==> src/rtl/qssd_pkg.sv <==
// shared types, constants and helpers for the query string splitter
package qssd_pkg;

  localparam int QueueDepthDefault = 4;
  localparam int MaxResults = 3;

  // result kinds
  localparam logic [1:0] KindKey   = 2'd0;
  localparam logic [1:0] KindValue = 2'd1;
  localparam logic [1:0] KindEnd   = 2'd2;
  localparam logic [1:0] KindDone  = 2'd3;

  // escape phases
  localparam logic [1:0] EscNone = 2'd0;
  localparam logic [1:0] EscHigh = 2'd1;
  localparam logic [1:0] EscLow  = 2'd2;

  // register indexes
  localparam logic [1:0] RegMaxParams = 2'd0;
  localparam logic [1:0] RegKeyCap    = 2'd1;
  localparam logic [1:0] RegValueCap  = 2'd2;

  localparam logic [7:0]  MaxParamsReset = 8'd16;
  localparam logic [12:0] KeyCapReset    = 13'd64;
  localparam logic [12:0] ValueCapReset  = 13'd256;
  localparam logic [12:0] CapLimit       = 13'd4096;

  localparam logic [7:0] ChPercent = 8'h25;
  localparam logic [7:0] ChPlus    = 8'h2b;
  localparam logic [7:0] ChSpace   = 8'h20;
  localparam logic [7:0] ChEquals  = 8'h3d;
  localparam logic [7:0] ChAmp     = 8'h26;
  localparam logic [7:0] HexAlpha  = 8'd10;

  typedef struct packed {
    logic [1:0] kind;
    logic [7:0] data;
    logic [7:0] index;
    logic       has_value;
    logic       status;
  } result_t;

  // results caused by one byte, in delivery order
  typedef struct packed {
    result_t [MaxResults-1:0] res;
    logic [1:0]               count;
  } bundle_t;

  function automatic logic is_hex(input logic [7:0] b);
    return (b >= 8'h30 && b <= 8'h39) || (b >= 8'h61 && b <= 8'h66) ||
           (b >= 8'h41 && b <= 8'h46);
  endfunction

  function automatic logic [3:0] hex_value(input logic [7:0] b);
    logic [7:0] v;
    if (b >= 8'h30 && b <= 8'h39) v = b - 8'h30;
    else if (b >= 8'h61 && b <= 8'h66) v = b - 8'h61 + HexAlpha;
    else if (b >= 8'h41 && b <= 8'h46) v = b - 8'h41 + HexAlpha;
    else v = 8'd0;
    return v[3:0];
  endfunction

endpackage

==> src/rtl/qssd_in_if.sv <==
// input byte channel
interface qssd_in_if;
  logic       valid;
  logic       ready;
  logic [7:0] raw_byte;
  logic       final_byte;
  modport source(output valid, raw_byte, final_byte, input ready);
  modport sink(input valid, raw_byte, final_byte, output ready);
endinterface

==> src/rtl/qssd_out_if.sv <==
// result channel
interface qssd_out_if;
  logic       valid;
  logic       ready;
  logic [1:0] kind;
  logic [7:0] data;
  logic [7:0] index;
  logic       has_value;
  logic       status;
  logic       run_end;
  modport source(output valid, kind, data, index, has_value, status, run_end, input ready);
  modport sink(input valid, kind, data, index, has_value, status, run_end, output ready);
endinterface

==> src/rtl/qssd_cfg_if.sv <==
// configuration write channel
interface qssd_cfg_if;
  logic        valid;
  logic        ready;
  logic [1:0]  index;
  logic [12:0] data;
  modport source(output valid, index, data, input ready);
  modport sink(input valid, index, data, output ready);
endinterface

==> src/rtl/qssd_front.sv <==
// front end: config registers, byte classification, decode state, result bundling
module qssd_front
  import qssd_pkg::*;
(
  input  logic      clk,
  input  logic      rst,
  qssd_in_if.sink   query,
  qssd_cfg_if.sink  cfg,
  input  logic      queue_full,
  output logic      push_valid,
  output bundle_t   push_bundle
);

  logic [7:0]  param_limit;
  logic [12:0] key_cap;
  logic [12:0] value_cap;

  logic        seg_phase;
  logic [1:0]  esc_phase;
  logic [3:0]  high_nib;
  logic [11:0] dec_len;
  logic [7:0]  param_count;
  logic        rejected;

  logic        seg_phase_next;
  logic [1:0]  esc_phase_next;
  logic [3:0]  high_nib_next;
  logic [11:0] dec_len_next;
  logic [7:0]  param_count_next;
  logic        rejected_next;

  logic        accept;
  logic [1:0]  n;
  logic        ended;
  logic [12:0] cap;
  logic [7:0]  plain;
  bundle_t     bundle;

  assign query.ready = !queue_full;
  assign cfg.ready   = 1'b1;
  assign accept      = query.valid && query.ready;

  function automatic result_t mk_byte(input logic ph, input logic [7:0] d,
                                      input logic [7:0] idx);
    result_t r;
    r = '0;
    r.kind  = ph ? KindValue : KindKey;
    r.data  = d;
    r.index = idx;
    return r;
  endfunction

  function automatic result_t mk_end(input logic ph, input logic [7:0] idx);
    result_t r;
    r = '0;
    r.kind      = KindEnd;
    r.index     = idx;
    r.has_value = ph;
    return r;
  endfunction

  always_comb begin
    seg_phase_next   = seg_phase;
    esc_phase_next   = esc_phase;
    high_nib_next    = high_nib;
    dec_len_next     = dec_len;
    param_count_next = param_count;
    rejected_next    = rejected;
    bundle           = '0;
    n                = 2'd0;
    ended            = 1'b0;
    cap              = seg_phase ? value_cap : key_cap;
    if (cap > CapLimit) cap = CapLimit;
    plain = (query.raw_byte == ChPlus) ? ChSpace : query.raw_byte;

    if (!rejected && param_count < param_limit) begin
      if (esc_phase == EscHigh) begin
        if (!is_hex(query.raw_byte)) rejected_next = 1'b1;
        else begin
          high_nib_next  = hex_value(query.raw_byte);
          esc_phase_next = EscLow;
        end
      end else if (esc_phase == EscLow) begin
        if (!is_hex(query.raw_byte)) rejected_next = 1'b1;
        else begin
          esc_phase_next = EscNone;
          bundle.res[n]  = mk_byte(seg_phase, {high_nib, hex_value(query.raw_byte)},
                                   param_count);
          n              = n + 2'd1;
          dec_len_next   = dec_len + 12'd1;
          high_nib_next  = 4'd0;
        end
      end else if (query.raw_byte == ChAmp) begin
        bundle.res[n]    = mk_end(seg_phase, param_count);
        n                = n + 2'd1;
        param_count_next = param_count + 8'd1;
        seg_phase_next   = 1'b0;
        esc_phase_next   = EscNone;
        high_nib_next    = 4'd0;
        dec_len_next     = 12'd0;
        ended            = 1'b1;
      end else if (query.raw_byte == ChEquals && !seg_phase) begin
        seg_phase_next = 1'b1;
        dec_len_next   = 12'd0;
      end else if ({1'b0, dec_len} + 13'd1 >= cap) begin
        rejected_next = 1'b1;
      end else if (query.raw_byte == ChPercent) begin
        esc_phase_next = EscHigh;
      end else begin
        bundle.res[n] = mk_byte(seg_phase, plain, param_count);
        n             = n + 2'd1;
        dec_len_next  = dec_len + 12'd1;
      end

      // final byte closes the open parameter unless rejected or already closed by an ampersand; an open escape rejects
      if (query.final_byte && !rejected_next && !ended) begin
        if (esc_phase_next != EscNone) rejected_next = 1'b1;
        else begin
          bundle.res[n]    = mk_end(seg_phase_next, param_count_next);
          n                = n + 2'd1;
          param_count_next = param_count_next + 8'd1;
        end
      end
    end

    if (query.final_byte) begin
      bundle.res[n]        = '0;
      bundle.res[n].kind   = KindDone;
      bundle.res[n].index  = param_count_next;
      bundle.res[n].status = rejected_next;
      n                    = n + 2'd1;
      seg_phase_next       = 1'b0;
      esc_phase_next       = EscNone;
      high_nib_next        = 4'd0;
      dec_len_next         = 12'd0;
      param_count_next     = 8'd0;
      rejected_next        = 1'b0;
    end
    bundle.count = n;
  end

  assign push_valid  = accept && (n != 2'd0);
  assign push_bundle = bundle;

  always_ff @(posedge clk) begin
    if (rst) begin
      param_limit <= MaxParamsReset;
      key_cap     <= KeyCapReset;
      value_cap   <= ValueCapReset;
      seg_phase   <= 1'b0;
      esc_phase   <= EscNone;
      high_nib    <= 4'd0;
      dec_len     <= 12'd0;
      param_count <= 8'd0;
      rejected    <= 1'b0;
    end else begin
      if (cfg.valid && cfg.ready) begin
        case (cfg.index)
          RegMaxParams: param_limit <= cfg.data[7:0];
          RegKeyCap:    key_cap     <= cfg.data;
          RegValueCap:  value_cap   <= cfg.data;
          default: ;
        endcase
      end
      if (accept) begin
        seg_phase   <= seg_phase_next;
        esc_phase   <= esc_phase_next;
        high_nib    <= high_nib_next;
        dec_len     <= dec_len_next;
        param_count <= param_count_next;
        rejected    <= rejected_next;
      end
    end
  end

`ifndef SYNTHESIS
  a_final_clears: assert property (@(posedge clk) disable iff (rst)
    (accept && query.final_byte) |=>
      (param_count == 8'd0 && !rejected && esc_phase == EscNone && dec_len == 12'd0))
    else $error("query state not cleared after final byte");

  a_final_done_last: assert property (@(posedge clk) disable iff (rst)
    (accept && query.final_byte) |->
      (push_valid && push_bundle.res[push_bundle.count - 2'd1].kind == KindDone))
    else $error("final byte did not end with query done");
`endif

endmodule

==> src/rtl/qssd_queue.sv <==
// small queue of result bundles between front and back
module qssd_queue
  import qssd_pkg::*;
#(
  parameter int DEPTH = QueueDepthDefault
) (
  input  logic    clk,
  input  logic    rst,
  input  logic    push,
  input  bundle_t push_bundle,
  output logic    full,
  input  logic    pop,
  output logic    head_valid,
  output bundle_t head
);

  localparam int PTR_W = $clog2(DEPTH);
  localparam int CNT_W = $clog2(DEPTH + 1);

  bundle_t            mem [DEPTH];
  logic [PTR_W-1:0]   wptr;
  logic [PTR_W-1:0]   rptr;
  logic [CNT_W-1:0]   count;

  assign full       = (count == CNT_W'(DEPTH));
  assign head_valid = (count != '0);
  assign head       = mem[rptr];

  always_ff @(posedge clk) begin
    if (push) mem[wptr] <= push_bundle;
  end

  always_ff @(posedge clk) begin
    if (rst) begin
      wptr  <= '0;
      rptr  <= '0;
      count <= '0;
    end else begin
      if (push) wptr <= (wptr == PTR_W'(DEPTH - 1)) ? '0 : wptr + 1'b1;
      if (pop)  rptr <= (rptr == PTR_W'(DEPTH - 1)) ? '0 : rptr + 1'b1;
      case ({push, pop})
        2'b10:   count <= count + 1'b1;
        2'b01:   count <= count - 1'b1;
        default: count <= count;
      endcase
    end
  end

`ifndef SYNTHESIS
  a_no_overflow: assert property (@(posedge clk) disable iff (rst)
    (push && full) |-> pop)
    else $error("bundle pushed into full queue");
`endif

endmodule

==> src/rtl/qssd_back.sv <==
// back end: hands out the results of each bundle one per cycle while the result output is ready
module qssd_back
  import qssd_pkg::*;
(
  input  logic      clk,
  input  logic      rst,
  input  logic      head_valid,
  input  bundle_t   head,
  output logic      pop,
  qssd_out_if.source result
);

  logic [1:0] sub;
  logic       last;
  result_t    cur;

  assign cur  = head.res[sub];
  assign last = (sub == head.count - 2'd1);

  assign result.valid     = head_valid;
  assign result.kind      = cur.kind;
  assign result.data      = cur.data;
  assign result.index     = cur.index;
  assign result.has_value = cur.has_value;
  assign result.status    = cur.status;
  assign result.run_end   = last;

  assign pop = result.valid && result.ready && last;

  always_ff @(posedge clk) begin
    if (rst) begin
      sub <= 2'd0;
    end else if (result.valid && result.ready) begin
      sub <= last ? 2'd0 : sub + 2'd1;
    end
  end

`ifndef SYNTHESIS
  a_sub_in_range: assert property (@(posedge clk) disable iff (rst)
    result.valid |-> (sub < head.count))
    else $error("result position beyond bundle");
`endif

endmodule

==> src/rtl/query_string_splitter_decoder.sv <==
// top level of the query string splitter and percent decoder
// the results of a byte enter the bundle queue and are offered once earlier ones drain
// throughput, with the output ready: one byte per cycle while each byte yields at most
//   one result; else the single port paces one result per cycle, up to three per byte
// the bundle queue lets bytes keep flowing while results wait on the output
// reset (rst, synchronous): registers to defaults, query state cleared, queue empty
module query_string_splitter_decoder
  import qssd_pkg::*;
#(
  parameter int QUEUE_DEPTH = QueueDepthDefault
) (
  input  logic       clk,
  input  logic       rst,
  qssd_in_if.sink    query,
  qssd_cfg_if.sink   cfg,
  qssd_out_if.source result
);

  logic    queue_full;
  logic    push_valid;
  bundle_t push_bundle;
  logic    pop;
  logic    head_valid;
  bundle_t head;

  qssd_front u_front (
    .clk         (clk),
    .rst         (rst),
    .query       (query),
    .cfg         (cfg),
    .queue_full  (queue_full),
    .push_valid  (push_valid),
    .push_bundle (push_bundle)
  );

  qssd_queue #(
    .DEPTH (QUEUE_DEPTH)
  ) u_queue (
    .clk         (clk),
    .rst         (rst),
    .push        (push_valid),
    .push_bundle (push_bundle),
    .full        (queue_full),
    .pop         (pop),
    .head_valid  (head_valid),
    .head        (head)
  );

  qssd_back u_back (
    .clk        (clk),
    .rst        (rst),
    .head_valid (head_valid),
    .head       (head),
    .pop        (pop),
    .result     (result)
  );

endmodule
==> src/flat_wrapper.sv <==
// flat-port wrapper written by rule: the top's interface ports become plain ports
module query_string_splitter_decoder_flat import qssd_pkg::*;
#(
  parameter int QUEUE_DEPTH = QueueDepthDefault
)
  (clk, rst, query_valid, query_raw_byte, query_final_byte, query_ready, cfg_valid, cfg_index, cfg_data, cfg_ready, result_valid, result_kind, result_data, result_index, result_has_value, result_status, result_run_end, result_ready);
  qssd_in_if query_i ();
  qssd_cfg_if cfg_i ();
  qssd_out_if result_i ();
  input  logic clk;
  input  logic rst;
  input wire logic [$bits(query_i.valid)-1:0] query_valid;
  input wire logic [$bits(query_i.raw_byte)-1:0] query_raw_byte;
  input wire logic [$bits(query_i.final_byte)-1:0] query_final_byte;
  output wire logic [$bits(query_i.ready)-1:0] query_ready;
  input wire logic [$bits(cfg_i.valid)-1:0] cfg_valid;
  input wire logic [$bits(cfg_i.index)-1:0] cfg_index;
  input wire logic [$bits(cfg_i.data)-1:0] cfg_data;
  output wire logic [$bits(cfg_i.ready)-1:0] cfg_ready;
  output wire logic [$bits(result_i.valid)-1:0] result_valid;
  output wire logic [$bits(result_i.kind)-1:0] result_kind;
  output wire logic [$bits(result_i.data)-1:0] result_data;
  output wire logic [$bits(result_i.index)-1:0] result_index;
  output wire logic [$bits(result_i.has_value)-1:0] result_has_value;
  output wire logic [$bits(result_i.status)-1:0] result_status;
  output wire logic [$bits(result_i.run_end)-1:0] result_run_end;
  input wire logic [$bits(result_i.ready)-1:0] result_ready;
  assign query_i.valid = query_valid;
  assign query_i.raw_byte = query_raw_byte;
  assign query_i.final_byte = query_final_byte;
  assign query_ready = query_i.ready;
  assign cfg_i.valid = cfg_valid;
  assign cfg_i.index = cfg_index;
  assign cfg_i.data = cfg_data;
  assign cfg_ready = cfg_i.ready;
  assign result_valid = result_i.valid;
  assign result_kind = result_i.kind;
  assign result_data = result_i.data;
  assign result_index = result_i.index;
  assign result_has_value = result_i.has_value;
  assign result_status = result_i.status;
  assign result_run_end = result_i.run_end;
  assign result_i.ready = result_ready;
  query_string_splitter_decoder #(.QUEUE_DEPTH(QUEUE_DEPTH)) u_core (.clk(clk), .rst(rst), .query(query_i), .cfg(cfg_i), .result(result_i));
endmodule
==> config.mk <==
export PLATFORM = sky130hd
export DESIGN_NAME = query_string_splitter_decoder_flat
export DESIGN_NICKNAME = d
export VERILOG_FILES = /design/src/rtl/qssd_pkg.sv /design/src/rtl/qssd_in_if.sv /design/src/rtl/qssd_out_if.sv /design/src/rtl/qssd_cfg_if.sv /design/src/rtl/qssd_front.sv /design/src/rtl/qssd_queue.sv /design/src/rtl/qssd_back.sv /design/src/rtl/query_string_splitter_decoder.sv /design/src/flat_wrapper.sv
export SDC_FILE = /design/constraint.sdc
export NUM_CORES = 1
export LEC_CHECK = 0
export ABC_AREA = 1
export BUFFER_PORTS_ARGS = -buffer_cell sky130_fd_sc_hd__buf_2
export CORE_ASPECT_RATIO = 1.2
export CORE_MARGIN = 1
export CORE_UTILIZATION = 40
export CTS_CLUSTER_SIZE = 20
export DETAILED_ROUTE_END_ITERATION = 6
export SETUP_SLACK_MARGIN = 0.2
export SLEW_MARGIN = 30
export SYNTH_ARGS = -nofsm -noshare
export SYNTH_HDL_FRONTEND = slang
export SYNTH_HIERARCHICAL = 1
export SYNTH_SLANG_ARGS = --single-unit
==> constraint.sdc <==
create_clock -name clk -period 7.8 [get_ports clk]
set_clock_uncertainty 0.05 [all_clocks]
set_input_delay 1.17 -clock clk [delete_from_list [all_inputs] [get_ports clk]]
set_output_delay 1.17 -clock clk [all_outputs]
set_load 0.05 [all_outputs]
==> impl_metrics.json, run 1 <==
{
  "run_status": "complete, no violations",
  "postSynthAreaPerCell_um2": 10.1,
  "criticalPathCategory": "reg -> reg",
  "drt_iter0_markers": 767,
  "critPathMostFrequentCell": "nand2_1",
  "postLayoutCellArea_mm2": 0.0174,
  "num_rows": 79,
  "hold_path_class": "reg -> reg",
  "clk_pin_slew_worst_paths_ns": 0.06,
  "slew_viol_final": 0,
  "fp.coreArea_mm2": 0.0388,
  "ys_seq_elements": 321,
  "drive_gt1_frac": 0.189,
  "met3_usage": 0.0301,
  "end_kind": "flop",
  "synthCells": 1562,
  "clock_latency_ns": 0.53,
  "finalCritPeriodShare": 0.763,
  "place.gp.congestion": 0.844,
  "placed_cell_area_mm2": 0.0163,
  "stdcell_count": 2134,
  "syn_area_mm2": 0.0158,
  "rsz0062_at_grt": "false",
  "critPathRequiredTime_ns": 7.95,
  "diodes": 0,
  "cp_slowest_cell": "dfxtp_1",
  "wl_per_cell_um": 17.9,
  "synthArstFlopShare": 0,
  "met1_usage": 0.243,
  "vias": 11216,
  "yosysTopAreaCell": "edfxtp_1",
  "cpPeakStageDelay_ns": 0.61,
  "final_hold_viol_count": 0,
  "grt_antenna_before_repair": 0,
  "gr-usage-met2": 0.337,
  "reg2reg_setup_slack_ns": 1.85,
  "io_buffer_count": 51,
  "worstHoldEndpoint": "u_core/u_front/key_cap[1]$_SDFFE_PP0P_",
  "r2r_start": "u_core/u_front/seg_phase$_SDFFE_PP0P_",
  "yosysSeqAreaShare": 0.564,
  "hold_depth": 2,
  "synth_cell_types": 48,
  "yosys.area.top_type_share": 0.471,
  "cts_resized": 0,
  "cts-root-buf": "clkbuf_16",
  "synth_edf_count": 248,
  "first_pass_iters": 5,
  "place_hpwl_mm": 24.5,
  "finalWirelength_mm": 38.1,
  "r2r_cells": 26,
  "p_leak_nw": 6.43,
  "cap_violations": 0,
  "synth_flop_cell": "edfxtp_1",
  "grt_first_pass_wirelength_mm": 60.0,
  "cts-buffers-inserted": 35,
  "maxSlewHeadroom": 0.347,
  "setup_viol": 0,
  "cp-start-kind": "flop",
  "dp_cells": 2072,
  "peakVddDrop_uv": 205,
  "dieHeight_um": 220,
  "post-route-drc-count": 0,
  "reg2reg_to": "u_core/u_queue/mem[3][58]$_DFFE_PP_",
  "synth_common_cells": "edfxtp_1, nand2_1, o21ai_0",
  "setup_tns_ns": 0,
  "htreeDepth": 2,
  "critical_path_arrival_ns": 6.10,
  "clock_path_buffers": 3,
  "min_from": "u_core/u_front/key_cap[1]$_SDFFE_PP0P_",
  "dieArea_mm2": 0.0403,
  "ys_warn_count": 6,
  "max_freq_mhz": 168,
  "tightestPinTransition_ns": 0.976,
  "cts.sinks": 321,
  "cp_max_fo": 36,
  "die_x_um": 183,
  "syn_to_final_growth_pct": 10.0,
  "post_cts_buffers": 0,
  "busiest_layer": "met2",
  "grtUsageTotal": 0.194,
  "tritoncts": "done",
  "cts_hold_buf": 0,
  "grt_pass1_vias": 10787,
  "grt_max_degree": 73,
  "yosysMostFrequentCell": "edfxtp_1",
  "initial_utilization": 0.407,
  "path_buf_inv": 6,
  "cpLargestDelayFamily": "simple AND/OR/NAND/NOR gates",
  "fin_nets": 1652,
  "yosys-top-cells-area": "edfxtp_1, dfxtp_1, o21ai_0, nand2_1, o22ai_2",
  "fin_crit_ns": 5.95,
  "powerDensity_mw_per_mm2": 298,
  "ioPinCount": 53,
  "viasPerCell": 5.26,
  "antenna_left": 0,
  "grt-ovfl-total": 0,
  "fillers": 3719
}
## per-layer routing
| metal | routed length [um] | part of all wire | vias to the layer above |
|---|---|---|---|
| li1 | - | - | 5448 |
| met3 | 1980 | 0.052 | 60 |
| met4 | 1030 | 0.027 | 0 |
| met1 | 16000 | 0.42 | 5391 |
| met2 | 19100 | 0.50 | 317 |
| met5 | 0 | 0 | - |
## layout make-up
| cell class | instances | area [um^2] | area share |
|---|---|---|---|
| Clock buffer | 43 | 958 | 0.0551 |
| Clock inverter | 18 | 130 | 0.00748 |
| Multi-Input combinational cell | 1038 | 5840 | 0.336 |
| Tap cell | 526 | 658 | 0.0379 |
| Sequential cell | 321 | 8910 | 0.513 |
| Inverter | 125 | 478 | 0.0275 |
| Timing Repair Buffer | 63 | 403 | 0.0232 |
## report_power, final
group / internal, mW / switching [mW] / total [mW]
Sequential: 2.04 / 0.0679 / 2.10
Clock: 0.910 / 0.656 / 1.57
Combinational: 0.387 / 1.13 / 1.52
## worst register-to-register path, delay by kind of cell, from the launching register on
family | cells | cell delay (ns)
DFF | 1 | 0.61
and+or+nand+nor | 13 | 1.97
buffers and inverters | 6 | 1.51
adders and majority gates | 3 | 0.85
AOI/OAI and AO/OA | 4 | 0.62
## sequential cells by signal, indices dropped and copies added (netlist names), named ones only
name	cells
u_core/u_queue/rptr	2
u_core/u_queue/wptr	2
u_core/u_front/rejected	1
u_core/u_front/key_cap	13
u_core/u_front/esc_phase	2
u_core/u_front/value_cap	13
u_core/u_queue/mem	248
u_core/u_front/dec_len	12
u_core/u_front/high_nib	4
u_core/u_back/sub	2
u_core/u_front/param_limit	8
u_core/u_front/param_count	8
u_core/u_front/seg_phase	1
u_core/u_queue/count	3
## logic make-up after synthesis
group | after synthesis | share of synthesized area
flip-flops | 321 | 0.564
adder cells (fa/ha/maj) | 39 | 0.0314
AND/OR/NAND/NOR | 582 | 0.171
buffers and inverters | 219 | 0.0700
XOR/XNOR | 12 | 0.00665
AO/OA/AOI/OAI | 387 | 0.157
other | 2 | 0.000475
## stage by stage
stage	utilization	hold slack, ns	power [mW]	worst slack [ns]
finish	0.448	0.408	5.19	1.85
global route	0.448	0.421	5.43	1.05
CTS	0.447	0.409	5.24	1.82
detailed placement	0.419	0.400	3.67	1.84
global placement	0.419	0.398	3.65	1.97
floorplan	-	0.374	3.28	2.11
## cell usage in the layout (no fill, tap or decap), drive strengths merged
master,n
edfxtp,248
nor2,244
nand2,226
o21ai,224
inv,125
nand3,82
o22ai,77
dfxtp,73
a21oi,70
buf,63
clkbuf,43
ha,38
conb,18
nand4,14
clkinv,14
nor3,12
xor2,9
a22oi,7
clkinvlp,3
xnor2,3
nor4,2
o211ai,2
o21a,2
a32oi,2
nor3b,2
bufinv,1
a21o,1
a41oi,1
o31ai,1
fa,1
## how the worst max path moves through the flow
stage	start	endpoint	slack (ns)	cells after the start
CTS	u_core/u_front/seg_phase$_SDFFE_PP0P_	u_core/u_queue/mem[3][58]$_DFFE_PP_	1.82	26
detailed placement	u_core/u_front/seg_phase$_SDFFE_PP0P_	u_core/u_queue/mem[3][48]$_DFFE_PP_	1.84	26
finish	u_core/u_front/seg_phase$_SDFFE_PP0P_	u_core/u_queue/mem[3][58]$_DFFE_PP_	1.85	26
global placement	u_core/u_front/seg_phase$_SDFFE_PP0P_	u_core/u_queue/mem[3][48]$_DFFE_PP_	1.97	26
floorplan	u_core/u_front/seg_phase$_SDFFE_PP0P_	u_core/u_queue/mem[3][0]$_DFFE_PP_	2.11	25
global route	u_core/u_front/seg_phase$_SDFFE_PP0P_	u_core/u_queue/mem[3][58]$_DFFE_PP_	1.05	29
(Power assumes the default switching activity.)
==> run 2: changes to the inputs <==
--- a/config.mk
+++ b/config.mk
@@ -5,7 +5,7 @@
 export SDC_FILE = /design/constraint.sdc
 export NUM_CORES = 1
 export LEC_CHECK = 0
-export ABC_AREA = 1
+export ABC_AREA = 0
 export BUFFER_PORTS_ARGS = -buffer_cell sky130_fd_sc_hd__buf_2
 export CORE_ASPECT_RATIO = 1.2
 export CORE_MARGIN = 1
==> constraint.sdc (replaced) <==
create_clock -name clk -period 5.9 [get_ports clk]
set_clock_uncertainty 0.05 [all_clocks]
set_input_delay 0.885 -clock clk [delete_from_list [all_inputs] [get_ports clk]]
set_output_delay 0.885 -clock clk [all_outputs]
set_load 0.05 [all_outputs]
==> run 2 against run 1 <==
Via count is 15% lower. Die area is 3.5% lower. Global-route usage is 1.9 points lower. Synthesized area is 3.6% lower. Cell count is 19% lower. Register-to-register slack worse by 1.4 ns. Synthesized cell count is 25% lower. Critical path depth is 2 higher. Critical endpoint is now u_core/u_queue/count[2]$_SDFFE_PP0P_.
==> impl_metrics.json, run 2 <==
{
  "cts.sinks": 321,
  "vias": 9515,
  "setup_tns_ns": 0,
  "grtUsageTotal": 0.174,
  "grt_max_degree": 57,
  "ys_warn_count": 6,
  "max_freq_mhz": 183,
  "cp_slowest_cell": "fa_1",
  "maxSlewHeadroom": 0.425,
  "finalWirelength_mm": 33.3,
  "num_rows": 77,
  "path_buf_inv": 4,
  "dieArea_mm2": 0.0389,
  "grt_antenna_before_repair": 2,
  "run_status": "complete, no violations",
  "synth_flop_cell": "edfxtp_1",
  "drt_iter0_markers": 538,
  "cpPeakStageDelay_ns": 0.43,
  "slew_viol_final": 0,
  "ys_seq_elements": 321,
  "place.gp.congestion": 0.880,
  "layout_common_cells": "edfxtp_1, nand2_1, a21oi_1, dfxtp_1, nor2_1",
  "clock_path_buffers": 3,
  "grt_pass1_vias": 9772,
  "synth_edf_count": 248,
  "yosysMostFrequentCell": "edfxtp_1",
  "yosys.area.top_type_share": 0.489,
  "synth_common_cells": "edfxtp_1, nand2_1, a21oi_1",
  "tritoncts": "done",
  "rsz0062_at_grt": "false",
  "syn_area_mm2": 0.0152,
  "yosysTopAreaCell": "edfxtp_1",
  "largest_register_ffs": 248,
  "fin_nets": 1298,
  "synthCells": 1179,
  "clk_pin_slew_worst_paths_ns": 0.06,
  "cts-root-buf": "clkbuf_16",
  "hold_path_class": "reg -> reg",
  "postSynthAreaPerCell_um2": 12.9,
  "critical_path_arrival_ns": 5.86,
  "seqCellArea_mm2": 0.00892,
  "grt-ovfl-total": 0,
  "multi_input_area_mm2": 0.00586,
  "tightestPinTransition_ns": 0.862,
  "io_buffer_count": 51,
  "cpLargestDelayFamily": "adder cells",
  "dieHeight_um": 216,
  "power.total_mw": 5.90,
  "setup_viol": 0,
  "top_register": "u_core/u_queue/mem",
  "layout.cells.most_common": "edfxtp_1",
  "viasPerCell": 5.50,
  "synth_cell_types": 84,
  "synthArstFlopShare": 0,
  "end_kind": "flop",
  "drive_gt1_frac": 0.203,
  "critPathMostFrequentCell": "ha_4",
  "first_pass_iters": 4,
  "cp-start-kind": "flop",
  "die_x_um": 180,
  "cts-buffers-inserted": 35,
  "final_hold_viol_count": 0,
  "yosys-top-cells-area": "edfxtp_1, dfxtp_1, mux4_2, nand2_1, ha_1",
  "diodes": 0,
  "initial_utilization": 0.410,
  "grt_first_pass_wirelength_mm": 52.9,
  "timing.hold.ws_ns": 0.425,
  "wl_per_cell_um": 19.2,
  "clock_latency_ns": 0.53,
  "ioPinCount": 53,
  "peakVddDrop_uv": 200,
  "fin_crit_ns": 5.46,
  "syn_to_final_growth_pct": 12.6,
  "cp_max_fo": 13,
  "powerDensity_mw_per_mm2": 344,
  "place_hpwl_mm": 22.0,
  "p_leak_nw": 5.93,
  "post-route-drc-count": 0,
  "cts_hold_buf": 0,
  "fillers": 3326,
  "criticalPathCategory": "reg -> reg",
  "reg_top3": "u_core/u_queue/mem (248), u_core/u_front/key_cap (13), u_core/u_front/value_cap (13)",
  "htreeDepth": 2,
  "fp.coreArea_mm2": 0.0372,
  "critPathRequiredTime_ns": 6.30,
  "antenna_left": 0,
  "yosysSeqAreaShare": 0.585,
  "finalCritPeriodShare": 0.925,
  "cap_violations": 0
}
-- run 2: cell count changes in the layout (fill, tap and decap cells not counted), moves of 16 or more --
| cell | change |
|---|---|
| inv_1 | -84 |
| mux4_2 | +60 |
| buf_4 | +16 |
| nand3_1 | -47 |
| o21ai_1 | -35 |
| o22ai_2 | -61 |
| nand2_1 | -58 |
| o21ai_0 | -125 |
| nor2_1 | -109 |
| nor2_2 | -66 |
| mux2i_1 | +32 |
-- run 2: final timing paths --
kind | depth (start not counted) | endpoint | from | slack [ns]
setup / recovery | 28 | u_core/u_queue/count[2]$_SDFFE_PP0P_ | u_core/u_front/dec_len[0]$_SDFFE_PP0P_ | 0.44
hold / removal | 2 | u_core/u_front/value_cap[0]$_SDFFE_PP0P_ | u_core/u_front/value_cap[0]$_SDFFE_PP0P_ | 0.43
setup reg to reg | 28 | u_core/u_queue/count[2]$_SDFFE_PP0P_ | u_core/u_front/dec_len[0]$_SDFFE_PP0P_ | 0.44
hold reg to reg | 2 | u_core/u_front/value_cap[0]$_SDFFE_PP0P_ | u_core/u_front/value_cap[0]$_SDFFE_PP0P_ | 0.43
-- run 2: stage by stage --
stage | area (um^2) | instances | util | setup WS, ns
final | 17200 | 1729 | 0.461 | 0.441
after floorplan | 15300 | 1195 | - | 0.277
after CTS | 17000 | 1723 | 0.456 | 0.206
after global placement | 15900 | 1661 | 0.426 | 0.250
after global routing | 17200 | 1729 | 0.461 | 0.145
after detailed placement | 15900 | 1661 | 0.426 | 0.105
-- run 2: worst reg2reg max path: cells and delay by family, from the launching register on --
family	cells	cell delay, ns
xor+xnor	1	0.15
flops	1	0.38
buf+inv	4	0.41
fa+ha+maj	6	1.64
mux	2	0.14
simple gates	10	1.56
compound gates	5	1.07
-- run 2: cell type report --
cell class	instances	share of cell area
clock buffers	45	0.0545
inverters	27	0.00620
flip-flops and latches	321	0.520
well taps	474	0.0346
multi-input cells	764	0.342
clock inverters	17	0.0101
repair buffers	81	0.0328
-- run 2: layer usage --
layer,up-vias,global-route usage,part of all wire
li1,4516,-,-
met1,4663,0.212,0.42
met2,250,0.308,0.50
met5,-,0,0.00066
met3,82,0.0287,0.046
met4,4,0.0692,0.032
-- run 2: logic make-up (layout without fill, tap and decap cells) --
group,count (synthesis),in the layout,share of synthesized area
compound gates,212,212,0.0850
xor+xnor,16,16,0.00969
fa+ha+maj,39,39,0.0325
buf+inv,110,170,0.0432
flops,321,321,0.585
mux,106,106,0.122
other cells,2,18,0.000493
simple gates,373,373,0.122
-- run 2: power breakdown --
group	switching, mW	leakage [nW]	internal [mW]	total [mW]
Combinational	0.720	2.48	0.373	1.09
Sequential	0.0684	2.91	2.63	2.69
Clock	0.854	0.537	1.25	2.11
Total	1.64	5.93	4.25	5.90
-- run 2: what timing repair did --
| item | in CTS | in global routing |
|---|---|---|
| pin swaps | 1 | 8 |
| setup endpoints to repair | 1 | 176 |
| gates resized for setup | 3 | 27 |
| setup buffers | 0 | 5 |
